File: src/rtl/agpid_pkg.sv
// ---------------------------------------------------------------------------
// agpid_pkg
// Shared constants, register indexes and the microcode table of the
// asymmetric-gain PID controller.
// ---------------------------------------------------------------------------
`default_nettype none

package agpid_pkg;

  localparam int ERROR_WIDTH_DEF    = 16;
  localparam int GAIN_FRAC_BITS_DEF = 8;
  localparam int GAIN_W             = 16;
  localparam int CFG_AW             = 3;
  localparam int STEP_W             = 3;

  typedef enum logic [CFG_AW-1:0] {
    REG_GAIN_P_NONNEG = 3'd0,
    REG_GAIN_P_NEG    = 3'd1,
    REG_GAIN_D        = 3'd2,
    REG_GAIN_I        = 3'd3,
    REG_DRIVE_OFFSET  = 3'd4
  } reg_idx_t;

  // multiplier operand selects
  typedef enum logic [1:0] {
    A_KP = 2'd0,
    A_GD = 2'd1,
    A_GI = 2'd2
  } a_sel_t;

  typedef enum logic [1:0] {
    B_ERR  = 2'd0,
    B_DIFF = 2'd1,
    B_DIN  = 2'd2,
    B_SUM  = 2'd3
  } b_sel_t;

  // sequencing: advance, or hold the step until a handshake is possible
  typedef enum logic [1:0] {
    J_NEXT     = 2'd0,
    J_WAIT_IN  = 2'd1,
    J_WAIT_OUT = 2'd2
  } jmp_t;

  typedef struct packed {
    a_sel_t a_sel;
    b_sel_t b_sel;
    logic   mul_en;
    logic   acc_add;
    logic   din_load;
    logic   take_in;
    logic   emit;
    jmp_t   jmp;
  } ctl_t;

  // control store: one word per step, wraps from the last step to step 0
  function automatic ctl_t prog_rom(input logic [STEP_W-1:0] step);
    ctl_t c;
    c = '{a_sel: A_KP, b_sel: B_ERR, mul_en: 1'b0, acc_add: 1'b0,
          din_load: 1'b0, take_in: 1'b0, emit: 1'b0, jmp: J_NEXT};
    case (step)
      3'd0: begin
        c.take_in = 1'b1;
        c.jmp     = J_WAIT_IN;
      end
      3'd1: begin
        c.mul_en = 1'b1;
        c.a_sel  = A_KP;
        c.b_sel  = B_ERR;
      end
      3'd2: begin
        c.acc_add = 1'b1;
        c.mul_en  = 1'b1;
        c.a_sel   = A_GD;
        c.b_sel   = B_DIFF;
      end
      3'd3: begin
        c.din_load = 1'b1;
      end
      3'd4: begin
        c.mul_en = 1'b1;
        c.a_sel  = A_KP;
        c.b_sel  = B_DIN;
      end
      3'd5: begin
        c.acc_add = 1'b1;
        c.mul_en  = 1'b1;
        c.a_sel   = A_GI;
        c.b_sel   = B_SUM;
      end
      3'd6: begin
        c.acc_add = 1'b1;
      end
      3'd7: begin
        c.emit = 1'b1;
        c.jmp  = J_WAIT_OUT;
      end
      default: begin
        c.jmp = J_NEXT;
      end
    endcase
    return c;
  endfunction

endpackage

`default_nettype wire

File: src/rtl/asymmetric_gain_pid_controller.sv
// ---------------------------------------------------------------------------
// asymmetric_gain_pid_controller
// PID controller with a sign-dependent proportional gain, run by a small
// microcode sequencer around one shared signed multiplier.
// ---------------------------------------------------------------------------
// Usage:
//   in_*  : one error sample per word (in_tdata low ERROR_WIDTH bits).
//   out_* : one drive word per input word; out_tuser flags saturation of
//           the error sum or the drive during that step.
//   cfg_* : write gains and offset while the block is idle.
// Sequence: an 8-step program. Step 0 takes the input word, steps 1..6 run
//   four products through the single multiplier (kp*e, kd*diff,
//   kp*dinner, ki*sum) and accumulate, step 7 saturates and loads the
//   output register. A new input word is taken only once the previous
//   result has been loaded into the output register.
// The output register lets a new input be taken while a result waits;
//   if the receiver stalls, the sequencer holds in step 7 until the
//   output register frees up, then input is taken again.
// Reset clears the gains, offset, previous error, error sum and the
//   output valid; the sequencer restarts at step 0.
// ---------------------------------------------------------------------------
`default_nettype none

module asymmetric_gain_pid_controller #(
  parameter int ERROR_WIDTH    = agpid_pkg::ERROR_WIDTH_DEF,
  parameter int GAIN_FRAC_BITS = agpid_pkg::GAIN_FRAC_BITS_DEF,
  localparam int IN_TW         = ((ERROR_WIDTH + 7) / 8) * 8
) (
  input  wire logic                          clk,
  input  wire logic                          rst_n,
  // in_tdata: [ERROR_WIDTH-1:0] error_sample, rest zero
  input  wire logic                          in_tvalid,
  output logic                               in_tready,
  input  wire logic [IN_TW-1:0]              in_tdata,
  // out_tdata: [31:0] drive_value
  output logic                               out_tvalid,
  input  wire logic                          out_tready,
  output logic [31:0]                        out_tdata,
  // out_tuser: [0] clipped
  output logic                               out_tuser,
  input  wire logic                          cfg_we,
  input  wire logic [agpid_pkg::CFG_AW-1:0]  cfg_addr,
  input  wire logic [agpid_pkg::GAIN_W-1:0]  cfg_wdata
);

  localparam int EW     = ERROR_WIDTH;
  localparam int GW     = agpid_pkg::GAIN_W;
  localparam int B_W    = (EW + GW + 1 > 33) ? (EW + GW + 1) : 33;
  localparam int PROD_W = GW + B_W;
  localparam int ACC_W  = PROD_W + 2;
  localparam int SUM_W  = ((EW > 32) ? EW : 32) + 2;

  localparam logic signed [ACC_W-1:0] ACC_MAX = {{(ACC_W-32){1'b0}}, 32'h7fff_ffff};
  localparam logic signed [ACC_W-1:0] ACC_MIN = {{(ACC_W-32){1'b1}}, 32'h8000_0000};

  // configuration
  logic signed [GW-1:0] gain_pp_r, gain_pn_r, gain_d_r, gain_i_r, offset_r;

  always_ff @(posedge clk) begin
    if (!rst_n) begin
      gain_pp_r <= '0;
      gain_pn_r <= '0;
      gain_d_r  <= '0;
      gain_i_r  <= '0;
      offset_r  <= '0;
    end else if (cfg_we) begin
      case (cfg_addr)
        agpid_pkg::REG_GAIN_P_NONNEG: gain_pp_r <= cfg_wdata;
        agpid_pkg::REG_GAIN_P_NEG:    gain_pn_r <= cfg_wdata;
        agpid_pkg::REG_GAIN_D:        gain_d_r  <= cfg_wdata;
        agpid_pkg::REG_GAIN_I:        gain_i_r  <= cfg_wdata;
        agpid_pkg::REG_DRIVE_OFFSET:  offset_r  <= cfg_wdata;
        default: ;
      endcase
    end
  end

  // sequencer
  logic [agpid_pkg::STEP_W-1:0] step_r, step_nxt;
  agpid_pkg::ctl_t              ctl;
  logic                         in_fire, out_free;

  assign ctl       = agpid_pkg::prog_rom(step_r);
  assign in_tready = ctl.take_in;
  assign in_fire   = in_tvalid & in_tready;
  assign out_free  = ~out_tvalid | out_tready;

  always_comb begin
    step_nxt = step_r + 1'b1;
    case (ctl.jmp)
      agpid_pkg::J_NEXT:     step_nxt = step_r + 1'b1;
      agpid_pkg::J_WAIT_IN:  if (!in_fire) step_nxt = step_r;
      agpid_pkg::J_WAIT_OUT: if (!out_free) step_nxt = step_r;
      default:               step_nxt = step_r + 1'b1;
    endcase
  end

  always_ff @(posedge clk) begin
    if (!rst_n) begin
      step_r <= '0;
    end else begin
      step_r <= step_nxt;
    end
  end

  // datapath state
  logic signed [EW-1:0]    err_r, prev_r;
  logic signed [EW:0]      diff_r;
  logic signed [31:0]      sum_r;
  logic                    hit_r;
  logic signed [B_W-1:0]   din_r;
  logic signed [PROD_W-1:0] prod_r;
  logic signed [ACC_W-1:0] acc_r;

  logic signed [EW-1:0]    err_in;
  logic signed [SUM_W-1:0] sum_wide;
  logic                    sum_ovf;
  logic signed [31:0]      sum_sat;
  logic signed [GW-1:0]    kp, op_a;
  logic signed [B_W-1:0]   op_b;
  logic signed [PROD_W-1:0] prod_sh;
  logic                    acc_hi, acc_lo;

  assign err_in   = in_tdata[EW-1:0];
  assign sum_wide = {{(SUM_W-32){sum_r[31]}}, sum_r} + {{(SUM_W-EW){err_in[EW-1]}}, err_in};
  assign sum_ovf  = (sum_wide > $signed({{(SUM_W-32){1'b0}}, 32'h7fff_ffff})) ||
                    (sum_wide < $signed({{(SUM_W-32){1'b1}}, 32'h8000_0000}));

  always_comb begin
    sum_sat = sum_wide[31:0];
    if (sum_ovf) begin
      sum_sat = sum_wide[SUM_W-1] ? 32'sh8000_0000 : 32'sh7fff_ffff;
    end
  end

  assign kp = err_r[EW-1] ? gain_pn_r : gain_pp_r;

  always_comb begin
    case (ctl.a_sel)
      agpid_pkg::A_KP: op_a = kp;
      agpid_pkg::A_GD: op_a = gain_d_r;
      agpid_pkg::A_GI: op_a = gain_i_r;
      default:         op_a = kp;
    endcase
    case (ctl.b_sel)
      agpid_pkg::B_ERR:  op_b = {{(B_W-EW){err_r[EW-1]}}, err_r};
      agpid_pkg::B_DIFF: op_b = {{(B_W-EW-1){diff_r[EW]}}, diff_r};
      agpid_pkg::B_DIN:  op_b = din_r;
      agpid_pkg::B_SUM:  op_b = {{(B_W-32){sum_r[31]}}, sum_r};
      default:           op_b = din_r;
    endcase
  end

  // arithmetic shift rounds toward minus infinity
  assign prod_sh = prod_r >>> GAIN_FRAC_BITS;
  assign acc_hi  = acc_r > ACC_MAX;
  assign acc_lo  = acc_r < ACC_MIN;

  always_ff @(posedge clk) begin
    if (!rst_n) begin
      prev_r <= '0;
      sum_r  <= '0;
    end else if (in_fire) begin
      prev_r <= err_in;
      sum_r  <= sum_sat;
    end
  end

  always_ff @(posedge clk) begin
    if (in_fire) begin
      err_r  <= err_in;
      diff_r <= {err_in[EW-1], err_in} - {prev_r[EW-1], prev_r};
      hit_r  <= sum_ovf;
      acc_r  <= {{(ACC_W-GW){offset_r[GW-1]}}, offset_r};
    end else if (ctl.acc_add) begin
      acc_r  <= acc_r + {{(ACC_W-PROD_W){prod_sh[PROD_W-1]}}, prod_sh};
    end
    if (ctl.mul_en) begin
      prod_r <= PROD_W'(op_a * op_b);
    end
    if (ctl.din_load) begin
      din_r <= prod_sh[B_W-1:0];
    end
  end

  // output register
  always_ff @(posedge clk) begin
    if (!rst_n) begin
      out_tvalid <= 1'b0;
    end else if (ctl.emit && out_free) begin
      out_tvalid <= 1'b1;
    end else if (out_tready) begin
      out_tvalid <= 1'b0;
    end
  end

  always_ff @(posedge clk) begin
    if (ctl.emit && out_free) begin
      out_tuser <= hit_r | acc_hi | acc_lo;
      if (acc_hi) begin
        out_tdata <= 32'h7fff_ffff;
      end else if (acc_lo) begin
        out_tdata <= 32'h8000_0000;
      end else begin
        out_tdata <= acc_r[31:0];
      end
    end
  end

endmodule

`default_nettype wire

File: config.mk
export PLATFORM = sky130hd
export DESIGN_NAME = asymmetric_gain_pid_controller
export DESIGN_NICKNAME = d
export VERILOG_FILES = /design/src/rtl/agpid_pkg.sv /design/src/rtl/asymmetric_gain_pid_controller.sv
export SDC_FILE = /design/constraint.sdc
export NUM_CORES = 2
export LEC_CHECK = 0
export BUFFER_PORTS_ARGS = -buffer_cell sky130_fd_sc_hd__buf_4
export CAP_MARGIN = 10
export CORE_UTILIZATION = 35
export CTS_BUF_LIST = sky130_fd_sc_hd__clkbuf_8
export DETAILED_ROUTE_END_ITERATION = 16
export SLEW_MARGIN = 0
export SYNTH_ARGS = -nofsm -noshare
export SYNTH_HDL_FRONTEND = slang
export SYNTH_SLANG_ARGS = --single-unit
export TNS_END_PERCENT = 5
File: constraint.sdc
create_clock -name clk -period 8.3 [get_ports clk]
set_input_delay 1.66 -clock clk [delete_from_list [all_inputs] [get_ports clk]]
set_output_delay 1.66 -clock clk [all_outputs]
set_load 0.02 [all_outputs]
==> results.json <==
{
  "hold_viol": 0,
  "grt_max_degree": 90,
  "final_antenna_net_count": 0,
  "wl_per_cell_um": 19.8,
  "h-tree-depth": 2,
  "r2r-start": "step_r[1]",
  "core_area_um2": 102000,
  "r2r_cells": 27,
  "mostFrequentLayoutCells": "684 x inv_1, 656 x nand2_1, 502 x fa_1",
  "grt.overflow.total": 0,
  "ys.flop_type": "edfxtp_1",
  "wirelength_mm": 109,
  "ys_ff_latch": 324,
  "final_common_cell": "inv_1",
  "synth_area_leaders": "fa_1 28%, edfxtp_1 16%, ha_1 7.6%",
  "worstMarginPinSlew_ns": 1.18,
  "tns_ns": 0,
  "hp-class": "reg -> reg",
  "cts_buffer_depth": 3,
  "finalCritPeriodShare_pct": 96.1,
  "clkLatencyLatePin_ns": 0.70,
  "stdcell_count": 5527,
  "synthArstFlopShare_pct": 0,
  "rrSetupSlack_ns": 0.33,
  "fill_cells": 10300,
  "synth_fp_nets": 4790,
  "cp-start-kind": "flop",
  "cts_made_buffers": 59,
  "regArea_um2": 8410,
  "rows": 117,
  "start_util_pct": 35.3,
  "outcome": "completed",
  "clk_pin_slew_ns": 0.06,
  "syn_inst": 4031,
  "r2r_end": "prod_r[47]",
  "clock_skew_ns": 0.0749,
  "dieArea_um2": 104000,
  "hold_start": "gain_pn_r[10]",
  "die_w_um": 322,
  "worstSetupPathType": "reg -> reg",
  "grt_usage_pct": 21.5,
  "synth_top_area_cell": "fa_1",
  "holdPathEnd": "gain_pn_r[10]",
  "path_max_fanout": 17,
  "cts_sinks": 324,
  "crit_arrival_ns": 8.36,
  "crit_required_ns": 8.68,
  "syn_area_um2": 35800,
  "max_freq_mhz": 125,
  "drtIter0Drc": 2231,
  "vias": 28600,
  "multi_input_comb_area_um2": 24400,
  "dr.pass1.iters": 5,
  "drive_above_1_share_pct": 8.85,
  "yosysWarnings": 0,
  "syn_area_per_cell_um2": 8.89,
  "grt_pass1_vias": 28600,
  "maxCapViolCount": 0,
  "gp_congestion": 0.947,
  "report.final.slew_viol_count": 0,
  "cts_tree": "yes",
  "placed_cells_incl_taps": 5406,
  "portBuffers": 74,
  "drc": 0,
  "nNetsFinal": 4867,
  "synth-seq-area-share_pct": 23.5,
  "end_kind": "flop",
  "netlist-cell-type-count": 87,
  "dpl.hpwl_mm": 86.9,
  "finalCriticalPeriod_ns": 7.97,
  "cts_root_buf": "clkbuf_8",
  "grt_pass1_wl_mm": 172,
  "antenna_found_initial": 2,
  "ios": 75,
  "hold_buffers": 0,
  "viasPerCell": 5.18,
  "syn_to_final_growth_pct": 11.8,
  "synth_edf_count": 192,
  "worstHoldPathCells": 2,
  "netlist.area_leader.share_pct": 28.0,
  "setup_viol": 0,
  "fp.dieH_um": 322,
  "slew_headroom_pct": 21.1
}
[metrics by stage]
step                setup WS (ns)  util, %  hold slack, ns  instance area (µm²)
finish                      0.326     39.4           0.453                40100
global route              -0.0559     39.4           0.472                40100
CTS                       -0.0197     39.2           0.454                39900
detailed placement         -0.121     37.9           0.446                38500
global placement          -0.0579     37.9           0.441                38500
floorplan                   0.246        -           0.432                35800
[repair_timing]
| action | 4_1_cts | 5_1_grt |
|---|---|---|
| pin swaps | 0 | 1 |
| gates resized for setup | 5 | 29 |
| buffers inserted | 0 | 8 |
| endpoints found under the setup margin | 6 | 24 |
| cloned | 0 | 0 |
[layer usage]
metal	vias to the layer above	GRT usage, %	routed length, µm
met2	887	34.9	51000
met1	14300	30.1	48800
met3	135	2.77	6590
met4	0	5.85	2990
li1	13300	-	-
met5	-	0	0
[final cells by class]
type / instances / area share [%]
timing repair buffer: 200 / 4.24
clock buffer: 70 / 2.40
clock inverter: 40 / 0.912
sequential: 324 / 21.0
multi-input combinational: 2856 / 60.9
inverter: 667 / 6.25
tap: 1368 / 4.27
antenna: 2 / 0.0125
[sequential cells by signal (all words and copies together) (netlist names)]
name	cells
step_r	3
prod_r	41
out_tuser	1
err_r	16
prev_r	16
out_tvalid	1
sum_r	32
out_tdata	32
gain_d_r	16
gain_pn_r	16
diff_r	17
gain_pp_r	16
hit_r	1
offset_r	16
gain_i_r	16
acc_r	51
din_r	33
[how the worst max path moves through the flow]
stage | startpoint | end | slack, ns | cells after the start
final | step_r[1] | prod_r[47] | 0.33 | 27
after global routing | step_r[0] | prod_r[45] | -0.06 | 29
after CTS | step_r[0] | prod_r[47] | -0.02 | 25
after detailed placement | step_r[0] | prod_r[47] | -0.12 | 27
after global placement | step_r[0] | prod_r[47] | -0.06 | 29
after floorplan | step_r[1] | prod_r[47] | 0.25 | 30
[cells in the mapped netlist, types with 19 or more instances]
cell type / n
xor2_1: 39
and2_1: 29
nor2b_1: 19
nand3_1: 36
inv_1: 667
a221oi_1: 19
o21ai_0: 157
ha_1: 217
fa_1: 502
a21o_1: 81
edfxtp_1: 192
xnor2_1: 84
nor2_1: 314
dfxtp_1: 132
a31oi_1: 31
nor3_1: 31
o21bai_1: 22
a21oi_1: 289
nand4_1: 26
nand2_1: 658
mux2i_1: 21
clkbuf_1: 168
[worst max-delay path: stages, from the launching register on]
cell and delay (ns):
dfxtp_1 0.34, inv_1 0.10, ha_2 0.26, buf_4 0.18, nand2_2 0.20, o22ai_1 0.32
a21o_4 0.23, buf_4 0.29, nor2_1 0.10, fa_1 0.50, inv_1 0.07, fa_1 0.46
fa_1 0.52, inv_1 0.06, fa_1 0.61, fa_1 0.45, fa_1 0.46, ha_1 0.36
and4_1 0.23, a221oi_1 0.31, o211ai_1 0.14, o31ai_2 0.27, buf_4 0.18, o31ai_4 0.07
o41a_1 0.46, a211oi_2 0.23, o21bai_1 0.10, xor2_1 0.14
[cells by family (layout without fill, tap and decap cells)]
family | Yosys count | count (layout) | synth area share [%]
xor gates and xnor gates | 123 | 123 | 3.01
muxes | 21 | 21 | 0.587
DFF | 324 | 324 | 23.5
AOI/OAI and AO/OA | 780 | 780 | 14.0
buffers and inverters | 851 | 977 | 8.96
other | 0 | 2 | 0
and+or+nand+nor | 1207 | 1207 | 14.2
adders and majority gates | 725 | 725 | 35.8
Power is left out: the tool's default activity adds up to more than one toggle a clock period on the data nets, which glitch-free logic cannot reach.
